`src/rtl/direct_mapped_cache_tags_macros.svh`:
```
// Assertion macros shared by the tag store RTL.
`ifndef DIRECT_MAPPED_CACHE_TAGS_MACROS_SVH
`define DIRECT_MAPPED_CACHE_TAGS_MACROS_SVH

// Same-cycle implication, sampled on clk, off while rst_n is low.
`define DMCT_ASSERT_NOW(lbl, ante, cons, msg) \
  lbl: assert property (@(posedge clk) disable iff (!rst_n) (ante) |-> (cons)) \
    else $error(msg);

// Next-cycle implication, sampled on clk, off while rst_n is low.
`define DMCT_ASSERT_NEXT(lbl, ante, cons, msg) \
  lbl: assert property (@(posedge clk) disable iff (!rst_n) (ante) |=> (cons)) \
    else $error(msg);

`endif

```
`src/rtl/dmct_pkg.sv`:
```
// Types and constants of the direct-mapped cache tag store.
package dmct_pkg;

  // Command field
  localparam int CMD_W = 2;
  typedef logic [CMD_W-1:0] cmd_t;
  localparam cmd_t CMD_ACCESS  = 2'd0;
  localparam cmd_t CMD_PROBE   = 2'd1;
  localparam cmd_t CMD_INV_ALL = 2'd2;
  localparam cmd_t CMD_INV_ONE = 2'd3;

  // Latency registers
  localparam int HIT_LAT_W  = 8;
  localparam int LAT_W      = 10;
  localparam int CFG_DATA_W = LAT_W;
  localparam int CFG_IDX_W  = 1;
  typedef logic [CFG_IDX_W-1:0] cfg_idx_t;
  localparam cfg_idx_t CFG_HIT_LAT  = 1'b0;
  localparam cfg_idx_t CFG_MISS_LAT = 1'b1;
  localparam logic [HIT_LAT_W-1:0] HIT_LAT_RST  = 8'd1;
  localparam logic [LAT_W-1:0]     MISS_LAT_RST = 10'd100;

  typedef struct packed {
    logic [HIT_LAT_W-1:0] hit_lat;
    logic [LAT_W-1:0]     miss_lat;
  } cfg_t;

endpackage

```
`src/rtl/direct_mapped_cache_tags.sv`:
```
// Top level of the direct-mapped cache tag store.
//
//  channel | handshake            | payload                                          | dir
//  --------+----------------------+--------------------------------------------------+----
//  input   | in_valid, in_stall   | command, address, entry_select                   | in
//  result  | out_valid, out_stall | hit, tag/set/byte part, refill req/addr, latency | out
//  config  | cfg_we               | cfg_index, cfg_wdata                             | in
//
// One item per cycle sustained while the result channel does not stall. The tag memory is read
// when the input transfers; the lookup stage then compares, updates and loads the result
// register, from which the result transfers once out_stall is low.
// A miss written in the lookup stage is forwarded to a following item of the
// same set, whose memory read would still return the old tag.
// Valid bits sit in flip-flops, so reset and invalidate-all clear them at once.
// A stalled result holds the lookup stage, and the input stalls behind it.
`include "direct_mapped_cache_tags_macros.svh"

module direct_mapped_cache_tags #(
  parameter int ADDR_BITS   = 32,
  parameter int INDEX_BITS  = 6,
  parameter int OFFSET_BITS = 4,
  parameter int TAG_BITS    = 22
) (
  input  logic                             clk,
  input  logic                             rst_n,
  // configuration
  input  logic                             cfg_we,
  input  dmct_pkg::cfg_idx_t               cfg_index,
  input  logic [dmct_pkg::CFG_DATA_W-1:0]  cfg_wdata,
  // input channel
  input  logic                             in_valid,
  output logic                             in_stall,
  input  dmct_pkg::cmd_t                   in_command,
  input  logic [ADDR_BITS-1:0]             in_address,
  input  logic [INDEX_BITS-1:0]            in_entry_select,
  // result channel
  output logic                             out_valid,
  input  logic                             out_stall,
  output logic                             out_hit,
  output logic [TAG_BITS-1:0]              out_tag_part,
  output logic [INDEX_BITS-1:0]            out_set_part,
  output logic [OFFSET_BITS-1:0]           out_byte_part,
  output logic                             out_refill_request,
  output logic [ADDR_BITS-1:0]             out_refill_address,
  output logic [dmct_pkg::LAT_W-1:0]       out_latency
);
  import dmct_pkg::*;

  localparam int FULL_BITS = TAG_BITS + INDEX_BITS + OFFSET_BITS;
  localparam int WIDE_BITS = (FULL_BITS > ADDR_BITS) ? FULL_BITS : ADDR_BITS;
  localparam int SETS      = 1 << INDEX_BITS;

  cfg_t cfg;

  dmct_cfg_regs u_cfg (
    .clk       (clk),
    .rst_n     (rst_n),
    .cfg_we    (cfg_we),
    .cfg_index (cfg_index),
    .cfg_wdata (cfg_wdata),
    .cfg       (cfg)
  );

  // lookup stage and output registers
  logic                   lk_vld_r, lk_vld_nxt;
  cmd_t                   lk_cmd_r;
  logic [ADDR_BITS-1:0]   lk_addr_r;
  logic [INDEX_BITS-1:0]  lk_sel_r;
  logic                   fwd_r, fwd_nxt;
  logic [TAG_BITS-1:0]    fwd_tag_r;
  logic [SETS-1:0]        valid_r, valid_nxt;
  logic                   out_vld_r, out_vld_nxt;

  logic                   in_xfer;
  logic                   lk_done;
  logic                   inv_all;
  logic [WIDE_BITS-1:0]   in_addr_w;
  logic [INDEX_BITS-1:0]  in_set;
  logic [WIDE_BITS-1:0]   lk_addr_w;
  logic [TAG_BITS-1:0]    lk_tag;
  logic [INDEX_BITS-1:0]  lk_set;
  logic [OFFSET_BITS-1:0] lk_byte;
  logic [FULL_BITS-1:0]   line_full;
  logic [WIDE_BITS-1:0]   line_w;
  logic [TAG_BITS-1:0]    rd_tag;
  logic [TAG_BITS-1:0]    cur_tag;
  logic                   match;
  logic                   wr_en;

  // handshake
  assign lk_done  = lk_vld_r && (!out_vld_r || !out_stall);
  assign in_stall = lk_vld_r && !lk_done;
  assign in_xfer  = in_valid && !in_stall;
  assign inv_all  = lk_done && (lk_cmd_r == CMD_INV_ALL);

  // address split
  assign in_addr_w = WIDE_BITS'(in_address);
  assign in_set    = in_addr_w[OFFSET_BITS +: INDEX_BITS];
  assign lk_addr_w = WIDE_BITS'(lk_addr_r);
  assign lk_tag    = lk_addr_w[OFFSET_BITS + INDEX_BITS +: TAG_BITS];
  assign lk_set    = lk_addr_w[OFFSET_BITS +: INDEX_BITS];
  assign lk_byte   = lk_addr_w[OFFSET_BITS-1:0];
  assign line_full = {lk_tag, lk_set, {OFFSET_BITS{1'b0}}};
  assign line_w    = WIDE_BITS'(line_full);

  dmct_tag_ram #(
    .AW (INDEX_BITS),
    .DW (TAG_BITS)
  ) u_tag_ram (
    .clk     (clk),
    .rd_en   (in_xfer),
    .rd_addr (in_set),
    .rd_data (rd_tag),
    .wr_en   (wr_en),
    .wr_addr (lk_set),
    .wr_data (lk_tag)
  );

  // compare, with the tag just written taking precedence over the memory read
  assign cur_tag = fwd_r ? fwd_tag_r : rd_tag;
  assign match   = valid_r[lk_set] && (cur_tag == lk_tag);
  assign wr_en   = lk_done && (lk_cmd_r == CMD_ACCESS) && !match;
  assign fwd_nxt = in_xfer && wr_en && (in_set == lk_set);

  // valid bit update
  always_comb begin
    valid_nxt = valid_r;
    if (lk_done) begin
      unique case (lk_cmd_r)
        CMD_ACCESS:  if (!match) valid_nxt[lk_set] = 1'b1;
        CMD_PROBE:   valid_nxt = valid_r;
        CMD_INV_ALL: valid_nxt = '0;
        CMD_INV_ONE: valid_nxt[lk_sel_r] = 1'b0;
        default:     valid_nxt = valid_r;
      endcase
    end
  end

  // stage occupancy
  always_comb begin
    lk_vld_nxt = lk_vld_r;
    if (in_xfer) begin
      lk_vld_nxt = 1'b1;
    end else if (lk_done) begin
      lk_vld_nxt = 1'b0;
    end
    out_vld_nxt = out_vld_r;
    if (lk_done) begin
      out_vld_nxt = 1'b1;
    end else if (!out_stall) begin
      out_vld_nxt = 1'b0;
    end
  end

  always_ff @(posedge clk) begin
    if (!rst_n) begin
      lk_vld_r  <= 1'b0;
      fwd_r     <= 1'b0;
      out_vld_r <= 1'b0;
      valid_r   <= '0;
    end else begin
      lk_vld_r  <= lk_vld_nxt;
      out_vld_r <= out_vld_nxt;
      valid_r   <= valid_nxt;
      if (in_xfer) begin
        fwd_r <= fwd_nxt;
      end
    end
  end

  // lookup stage payload
  always_ff @(posedge clk) begin
    if (in_xfer) begin
      lk_cmd_r  <= in_command;
      lk_addr_r <= in_address;
      lk_sel_r  <= in_entry_select;
      fwd_tag_r <= lk_tag;
    end
  end

  // result register
  always_ff @(posedge clk) begin
    if (lk_done) begin
      out_tag_part  <= lk_tag;
      out_set_part  <= lk_set;
      out_byte_part <= lk_byte;
      unique case (lk_cmd_r)
        CMD_ACCESS, CMD_PROBE: begin
          out_hit            <= match;
          out_refill_request <= (lk_cmd_r == CMD_ACCESS) && !match;
          out_refill_address <= line_w[ADDR_BITS-1:0];
          out_latency        <= match ? LAT_W'(cfg.hit_lat) : cfg.miss_lat;
        end
        default: begin
          out_hit            <= 1'b0;
          out_refill_request <= 1'b0;
          out_refill_address <= '0;
          out_latency        <= '0;
        end
      endcase
    end
  end

  assign out_valid = out_vld_r;

  // checks
  `DMCT_ASSERT_NEXT(a_miss_sets_valid, wr_en, valid_r[$past(lk_set)], "miss left set invalid")
  `DMCT_ASSERT_NEXT(a_inv_all_clears, inv_all, valid_r == '0, "invalidate-all left a valid bit")
  `DMCT_ASSERT_NOW(a_busy_stalls, lk_vld_r && !lk_done, in_stall, "input taken while held")
  `DMCT_ASSERT_NOW(a_fwd_needs_item, fwd_r && lk_done, lk_vld_r, "forward flag without item")

endmodule

```
`src/rtl/dmct_tag_ram.sv`:
```
// Tag memory: one write port, one registered read port.
module dmct_tag_ram #(
  parameter int AW = 6,
  parameter int DW = 22
) (
  input  logic          clk,
  input  logic          rd_en,
  input  logic [AW-1:0] rd_addr,
  output logic [DW-1:0] rd_data,
  input  logic          wr_en,
  input  logic [AW-1:0] wr_addr,
  input  logic [DW-1:0] wr_data
);

  logic [DW-1:0] mem [1<<AW];

  // write port
  always_ff @(posedge clk) begin
    if (wr_en) begin
      mem[wr_addr] <= wr_data;
    end
  end

  // read port, old data on a same-address write
  always_ff @(posedge clk) begin
    if (rd_en) begin
      rd_data <= mem[rd_addr];
    end
  end

endmodule

```
`src/rtl/dmct_cfg_regs.sv`:
```
// Hit and miss latency registers behind the configuration write port.
module dmct_cfg_regs (
  input  logic                                clk,
  input  logic                                rst_n,
  input  logic                                cfg_we,
  input  dmct_pkg::cfg_idx_t                  cfg_index,
  input  logic [dmct_pkg::CFG_DATA_W-1:0]     cfg_wdata,
  output dmct_pkg::cfg_t                      cfg
);
  import dmct_pkg::*;

  cfg_t cfg_r;
  cfg_t cfg_nxt;

  // decode the write
  always_comb begin
    cfg_nxt = cfg_r;
    if (cfg_we) begin
      unique case (cfg_index)
        CFG_HIT_LAT:  cfg_nxt.hit_lat  = cfg_wdata[HIT_LAT_W-1:0];
        CFG_MISS_LAT: cfg_nxt.miss_lat = cfg_wdata[LAT_W-1:0];
        default:      cfg_nxt = cfg_r;
      endcase
    end
  end

  always_ff @(posedge clk) begin
    if (!rst_n) begin
      cfg_r.hit_lat  <= HIT_LAT_RST;
      cfg_r.miss_lat <= MISS_LAT_RST;
    end else begin
      cfg_r <= cfg_nxt;
    end
  end

  assign cfg = cfg_r;

endmodule
```
`config.mk`:
```
export PLATFORM = sky130hd
export DESIGN_NAME = direct_mapped_cache_tags
export DESIGN_NICKNAME = d
export VERILOG_FILES = /design/src/rtl/dmct_pkg.sv /design/src/rtl/direct_mapped_cache_tags.sv /design/src/rtl/dmct_tag_ram.sv /design/src/rtl/dmct_cfg_regs.sv
export VERILOG_INCLUDE_DIRS = /design/src /design/src/rtl
export SDC_FILE = /design/constraint.sdc
export NUM_CORES = 2
export LEC_CHECK = 0
export CORE_UTILIZATION = 63
export CTS_CLUSTER_SIZE = 16
export DETAILED_ROUTE_END_ITERATION = 8
export DONT_BUFFER_PORTS = 1
export PLACE_DENSITY = 0.79
export SLEW_MARGIN = 40
export SYNTH_ARGS = -nofsm -noshare
export SYNTH_HDL_FRONTEND = slang
export SYNTH_SLANG_ARGS = --single-unit
```
`constraint.sdc`:
```
create_clock -name clk -period 5 [get_ports clk]
set_input_delay 1 -clock clk [delete_from_list [all_inputs] [get_ports clk]]
set_output_delay 1 -clock clk [all_outputs]
set_load 0.005 [all_outputs]
```
======== Word-level counts from Yosys, hierarchy flattened ========
Memory sizes are Yosys's and may differ from the RTL's. A register that Yosys moved wholly into a read port is not among the register bits.
Cells that the tools add are included.
storage, ports and cells
  register bits ........................... 223
  latch bits .............................. 0
  RAM bits ................................ 1,408
  memory bits (read-only) ................. 0
  bits of input ports ..................... 56
  output and inout bits ................... 78
  logic and storage cells ................. 77
  memories kept ........................... 1
operators by class
  add/subtract/negate cells ............... 0
  $mul .................................... 0
  divide/modulo/power cells ............... 0
  $lt $le $gt $ge ......................... 4
  eq/ne operators ......................... 7
  shift operators ......................... 0
  muxes and demuxes ....................... 16
  bitwise gates (word level) .............. 6
  reductions and logical operators ........ 24
memories
  name           depth  width  rd ports  clocked after memory_dff  write ports  RTL line            text
  u_tag_ram.mem  64     22     1         1                         1            dmct_tag_ram.sv:15  logic [DW-1:0] mem [1<<AW];
operators with widths
  operator                                                                 count
  64-bit case mux with 3 select lines                                      1
  64-bit bitwise AND                                                       1
  64-bit 2-to-1 mux                                                        1
  64-bit NOT                                                               1
  64-bit bitwise OR                                                        1
  22-bit == test                                                           1
  22-bit 2-to-1 mux                                                        1
  6-bit by 7-bit < comparator with 1-bit output, second input constant     2
  1-bit demux with 6-bit select                                            2
  6-bit by 1-bit >= comparator with 1-bit output, second input constant    2
  1-bit logical AND                                                        11
  1-bit 2-to-1 mux                                                         9
  8-bit 2-to-1 mux                                                         1
  1-bit binary-select mux with 6-bit select                                1
  6-bit == test                                                            1
  1-bit logical NOT                                                        5
  2-bit == test, second input constant                                     2
  2-bit AND reduction                                                      2
  2-bit OR reduction                                                       2
  1-bit NOT                                                                3
  3-bit AND reduction                                                      1
  2-bit by 1-bit == test with 1-bit output, second input constant          1
  2-bit logical NOT                                                        1
  2-bit by 1-bit inequality test with 1-bit output, second input constant  1
  other kinds (3)                                                          3

======== Longest topological paths before layout ========
  word-level depth ........................ 9
  depth in mapped cells ................... 12
  gate-level depth less buffers ........... 7

======== Modules after synthesis ========
A second synthesis with hierarchy kept.
second synthesis, totals
  cell total of the unflattened synthesis .. 3,323
  area total of the unflattened synthesis .. 64,579.4 um^2
by module, submodules not included
  module                    times used  cells each  area an instance (um^2)  sequential area each (um^2)
  dmct_tag_ram              1           2,349       54,481.0                 42,941.2
  direct_mapped_cache_tags  1           897         9,366.5                  5,365.1
  dmct_cfg_regs             1           77          732.0                    360.3

======== Worst setup path before layout ========
No wires, ideal clock.
  kind .................................... reg-to-reg
  start point ............................. register lk_addr_r[4]
  end point ............................... memory u_tag_ram.mem[15][0] (enable)
  library setup time ...................... 0.457 ns
  data arrival time ....................... 4.165 ns
  required time ........................... 4.543 ns
  path slack .............................. 0.378 ns
  cell stages (with the launch flop) ...... 10
  cell sequence ........................... edfxtp_1 buf_4 and3_1 a211o_1 a221oi_2 o22ai_1 nor4b_4 nor2_1 buf_2 nor4_1
between the ends
  word-level cells in the longest chain between the ends .. 7
ends and longest elaborated chain
  element                                    RTL line                         text
  from (decl)                                direct_mapped_cache_tags.sv:67   logic [ADDR_BITS-1:0] lk_addr_r;
  from (signal assigned)                     direct_mapped_cache_tags.sv:175  lk_addr_r <= in_address;
  1-bit binary-select mux with 6-bit select  direct_mapped_cache_tags.sv:121  assign match = valid_r[lk_set] && (cur_tag == lk_tag);
  1-bit 2-to-1 mux (not written as such)     direct_mapped_cache_tags.sv:121
  1-bit logical AND                          direct_mapped_cache_tags.sv:121
  1-bit logical NOT                          direct_mapped_cache_tags.sv:122  assign wr_en = lk_done && (lk_cmd_r == CMD_ACCESS) && !match;
  1-bit logical AND                          direct_mapped_cache_tags.sv:122
  1-bit 2-to-1 mux                           dmct_tag_ram.sv:19               if (wr_en) begin
  1-bit 2-to-1 mux (not written as such)     dmct_tag_ram.sv:20               mem[wr_addr] <= wr_data;
  to (decl)                                  dmct_tag_ram.sv:15
Parallel ways exist; a longest one is shown, timed or not. The select of a mux whose other input is x is not followed.

======== Worst setup path in the final report ========
  start point ............................. register lk_addr_r[4]
  end point ............................... memory u_tag_ram.mem[27][3] (enable)
Same word-level chain as after synthesis.

==> flow_summary.ini <==
[outcome]
status = complete, no violations

[yosys]
synth_edf_count = 1564
synth-seq-area-share = 0.7563
synth-main-ff-cell = sky130_fd_sc_hd__edfxtp_1
avgSynthCellArea_um2 = 21.05
synth-seq-cells = 1649
synthesis.yosys.warnings = 0
netlist_instances = 3057
ys_types = 56
yosysTopAreaCell = sky130_fd_sc_hd__edfxtp_1
synth_top_area_frac = 0.7298
yosys-top-cells-area = sky130_fd_sc_hd__edfxtp_1, sky130_fd_sc_hd__mux4_2, sky130_fd_sc_hd__dfxtp_1
synthArstFlopShare = 0
mappedNetlistArea_mm2 = 0.06435

[timing]
timing.slew.headroom = 0.3880
setup_viol_count_final = 0
period_needed_ps = 4330
rsz0062_at_grt = no
worst_tran_pin_value_ps = 918.1
setup_total_negative_slack_ps = 0
final_max_slew_viol_count = 0
hold_violations = 0
layout_worst_path_cycle_share = 0.8660
skew_ps = 51.62
clock.fmax_mhz = 231.0

[floorplanning]
fp.dieArea_mm2 = 0.1034
io-pin-count = 134
row_count = 116
placeableCoreArea_mm2 = 0.1006
die-width_um = 321.6
chipHeight_um = 321.6
initial_core_util = 0.6398

[grt]
groute.usage.overall = 0.3514
largest_net_degree_at_the_start_of_global_routing = 355
antenna_found_initial = 20
number_of_global_route_vias_before_repair = 33213
grt.overflow.total = 0
grt_pass1_wl_um = 249600

[setup_path]
critPathKind = register to register
timing.critical_path.arrival_ps = 4760
worstPathMaxFanout = 29
cp-end-kind = register
critPathLaunchType = register
critical_path_required_ps = 5430

[final_layout]
layout-drive-gt1-share = 0.2756
flow.area_growth_from_synthesis_pct = 11.65
layout.nets = 3202
final_core_util = 0.7144
stdcell_area_mm2 = 0.07185
final.fill_count = 5506

[flow_run]
cap_viol_max_count = 0

[clocking]
max-clock-path-buffers = 3
postCtsSetupRepairBufs = 0
clock_latency_ps = 800
post_cts_resized = 0
ctsHtreeMaxLevel = 4
clk_pin_slew_worst_paths_ps = 70
cts_tree = built
tritoncts.num_buffers = 158
cts.sink_count = 1649
postCtsHoldBufs = 0
clock-root-buffer = sky130_fd_sc_hd__clkbuf_16

[power_and_ir_drop]
switching_power_uw = 6270
share_clk_of_total_power = 0.416
pleak_uw = 0.02200
share_comb_of_total_power = 0.050
sequentialPowerShare = 0.534
switching_share = 0.2187
power.density_mw_per_mm2 = 399.0
p_int_uw = 22400
worst_ir_drop_vdd_v = 0.0004004

[detailed_routing]
first_iter_violations = 5618
routed_wirelength_um = 177400
number_of_optimization_iterations_in_the_first_detailed_route_pass = 7
postRouteAntennaNets = 0
routed_via_density = 7.303
total_vias_in_the_final_route = 33879
avgRoutedWirePerCell_um = 38.24
drc = 0

[hold_path]
hp-class = input port to register

[place]
port_buffers = 0
routability_driven_placement_congestion_ratio = 0.9755
detailed_place.area_mm2 = 0.06653
dpl.hpwl_um = 96980
[final timing paths]
check	from	to	slack [ps]	depth (start not counted)
worst max-delay path	lk_addr_r[4]	u_tag_ram.mem[27][3]	670	10
worst max register to register	lk_addr_r[4]	u_tag_ram.mem[27][3]	670	10
worst min-delay path	in_address[1]	lk_addr_r[1]	320	0
worst min register to register	lk_addr_r[3]	out_byte_part[3]	430	0
[layout by cell type, fill, tap and decap left out, drive strengths merged, types with 8 or more instances in the layout]
master and instances:
inv 17, nand4 48, nor3 44, clkbuf 202, nand3 78, nor4 19
clkinv 57, nand3b 8, edfxtp 1564, mux2i 38, nor2 28, mux4 462
o21ai 130, nand2b 18, buf 128, nand2 160, dfxtp 85, xor2 12
xnor2 16, bufinv 14, nor2b 33, a21boi 38
[state kept, by name, summed over array words and instances, names as in the netlist]
| signal | cells |
|---|---|
| out_tag_part | 22 |
| out_refill_request | 1 |
| out_byte_part | 4 |
| lk_addr_r | 32 |
| fwd_r | 1 |
| out_valid | 1 |
| out_set_part | 6 |
| lk_sel_r | 6 |
| u_cfg.cfg | 18 |
| lk_cmd_r | 2 |
| out_refill_address | 28 |
| fwd_tag_r | 22 |
| u_tag_ram.rd_data | 22 |
| out_latency | 10 |
| lk_vld_r | 1 |
| out_hit | 1 |
| valid_r | 64 |
| u_tag_ram.mem | 1408 |
[Yosys cell counts, types with 6 or more instances]
cell type,instances
sky130_fd_sc_hd__nand2_1,160
sky130_fd_sc_hd__and3_1,6
sky130_fd_sc_hd__buf_2,46
sky130_fd_sc_hd__a22oi_1,6
sky130_fd_sc_hd__xnor2_1,16
sky130_fd_sc_hd__mux2i_1,38
sky130_fd_sc_hd__nor4_1,17
sky130_fd_sc_hd__o21ai_0,97
sky130_fd_sc_hd__dfxtp_1,85
sky130_fd_sc_hd__buf_4,10
sky130_fd_sc_hd__a21boi_0,38
sky130_fd_sc_hd__edfxtp_1,1564
sky130_fd_sc_hd__mux4_2,462
sky130_fd_sc_hd__a221oi_1,6
sky130_fd_sc_hd__nand2b_1,18
sky130_fd_sc_hd__clkbuf_1,119
sky130_fd_sc_hd__nor3_1,19
sky130_fd_sc_hd__nand3b_1,8
sky130_fd_sc_hd__buf_1,22
sky130_fd_sc_hd__o21ai_1,33
sky130_fd_sc_hd__nand3_1,78
sky130_fd_sc_hd__nor3_2,25
sky130_fd_sc_hd__nand4_1,48
sky130_fd_sc_hd__nor2_1,28
sky130_fd_sc_hd__nor2b_1,33
sky130_fd_sc_hd__or3_1,6
sky130_fd_sc_hd__xor2_1,12
[logic make-up (layout without fill, tap and decap cells)]
logic type | count (synthesis) | in the layout | synth area share
other | 1 | 9 | 0.00005827
AND/OR/NAND/NOR | 464 | 464 | 0.03842
AO/OA/AOI/OAI | 203 | 203 | 0.01896
XOR/XNOR | 28 | 28 | 0.003811
multiplexers | 504 | 504 | 0.1683
buffers and inverters | 208 | 425 | 0.01419
flip-flops | 1649 | 1649 | 0.7563
[power by group through the flow]
stage	Sequential, µW	Combinational (µW)	Clock [µW]
global route	15300	1480	12400
finish	15300	1450	11900
detailed placement	15600	1230	0
floorplan	15600	808	0
CTS	15300	1260	12000
global placement	15600	1190	0
[per-stage QoR]
step / worst slack (ps) / std cells / power [µW] / hold slack (ps)
2_1_floorplan: 378.1 / 3060 / 16460 / 400.3
3_3_place_gp: 899.7 / 4335 / 16780 / 400.3
3_5_place_dp: 817.1 / 4335 / 16830 / 421.6
4_1_cts: 778.7 / 4626 / 28520 / 285.4
5_1_grt: 596.0 / 4634 / 29220 / 303.8
6_report: 670.1 / 4639 / 28670 / 317.3
[layer usage]
metal,share of wire,GRT usage
met1,0.34,0.4784
met2,0.48,0.5463
met3,0.13,0.08822
met4,0.051,0.1567
met5,0.00028,0
[cell type report]
class	instances	area, µm²	share of cell area
sequential	1649	48670	0.6773
multi-input combinational	1203	15230	0.2119
clock buffer	202	4160	0.05790
tap	1357	1698	0.02363
timing repair buffer	128	1165	0.01621
clock inverter	89	890.9	0.01240
inverter	6	32.53	0.0004528
antenna	5	12.51	0.0001741
[critical path, stage by stage, from the launching register on]
cell                        delay [ps]
sky130_fd_sc_hd__edfxtp_1          870
sky130_fd_sc_hd__buf_4             370
sky130_fd_sc_hd__nor2_1             90
sky130_fd_sc_hd__a22oi_1           230
sky130_fd_sc_hd__o221a_2           210
sky130_fd_sc_hd__o2bb2ai_1         120
sky130_fd_sc_hd__nor4b_4           510
sky130_fd_sc_hd__nor2_4             80
sky130_fd_sc_hd__buf_4             380
sky130_fd_sc_hd__nor4_2            610
sky130_fd_sc_hd__buf_4             440
Power figures use the tool's default switching activity.
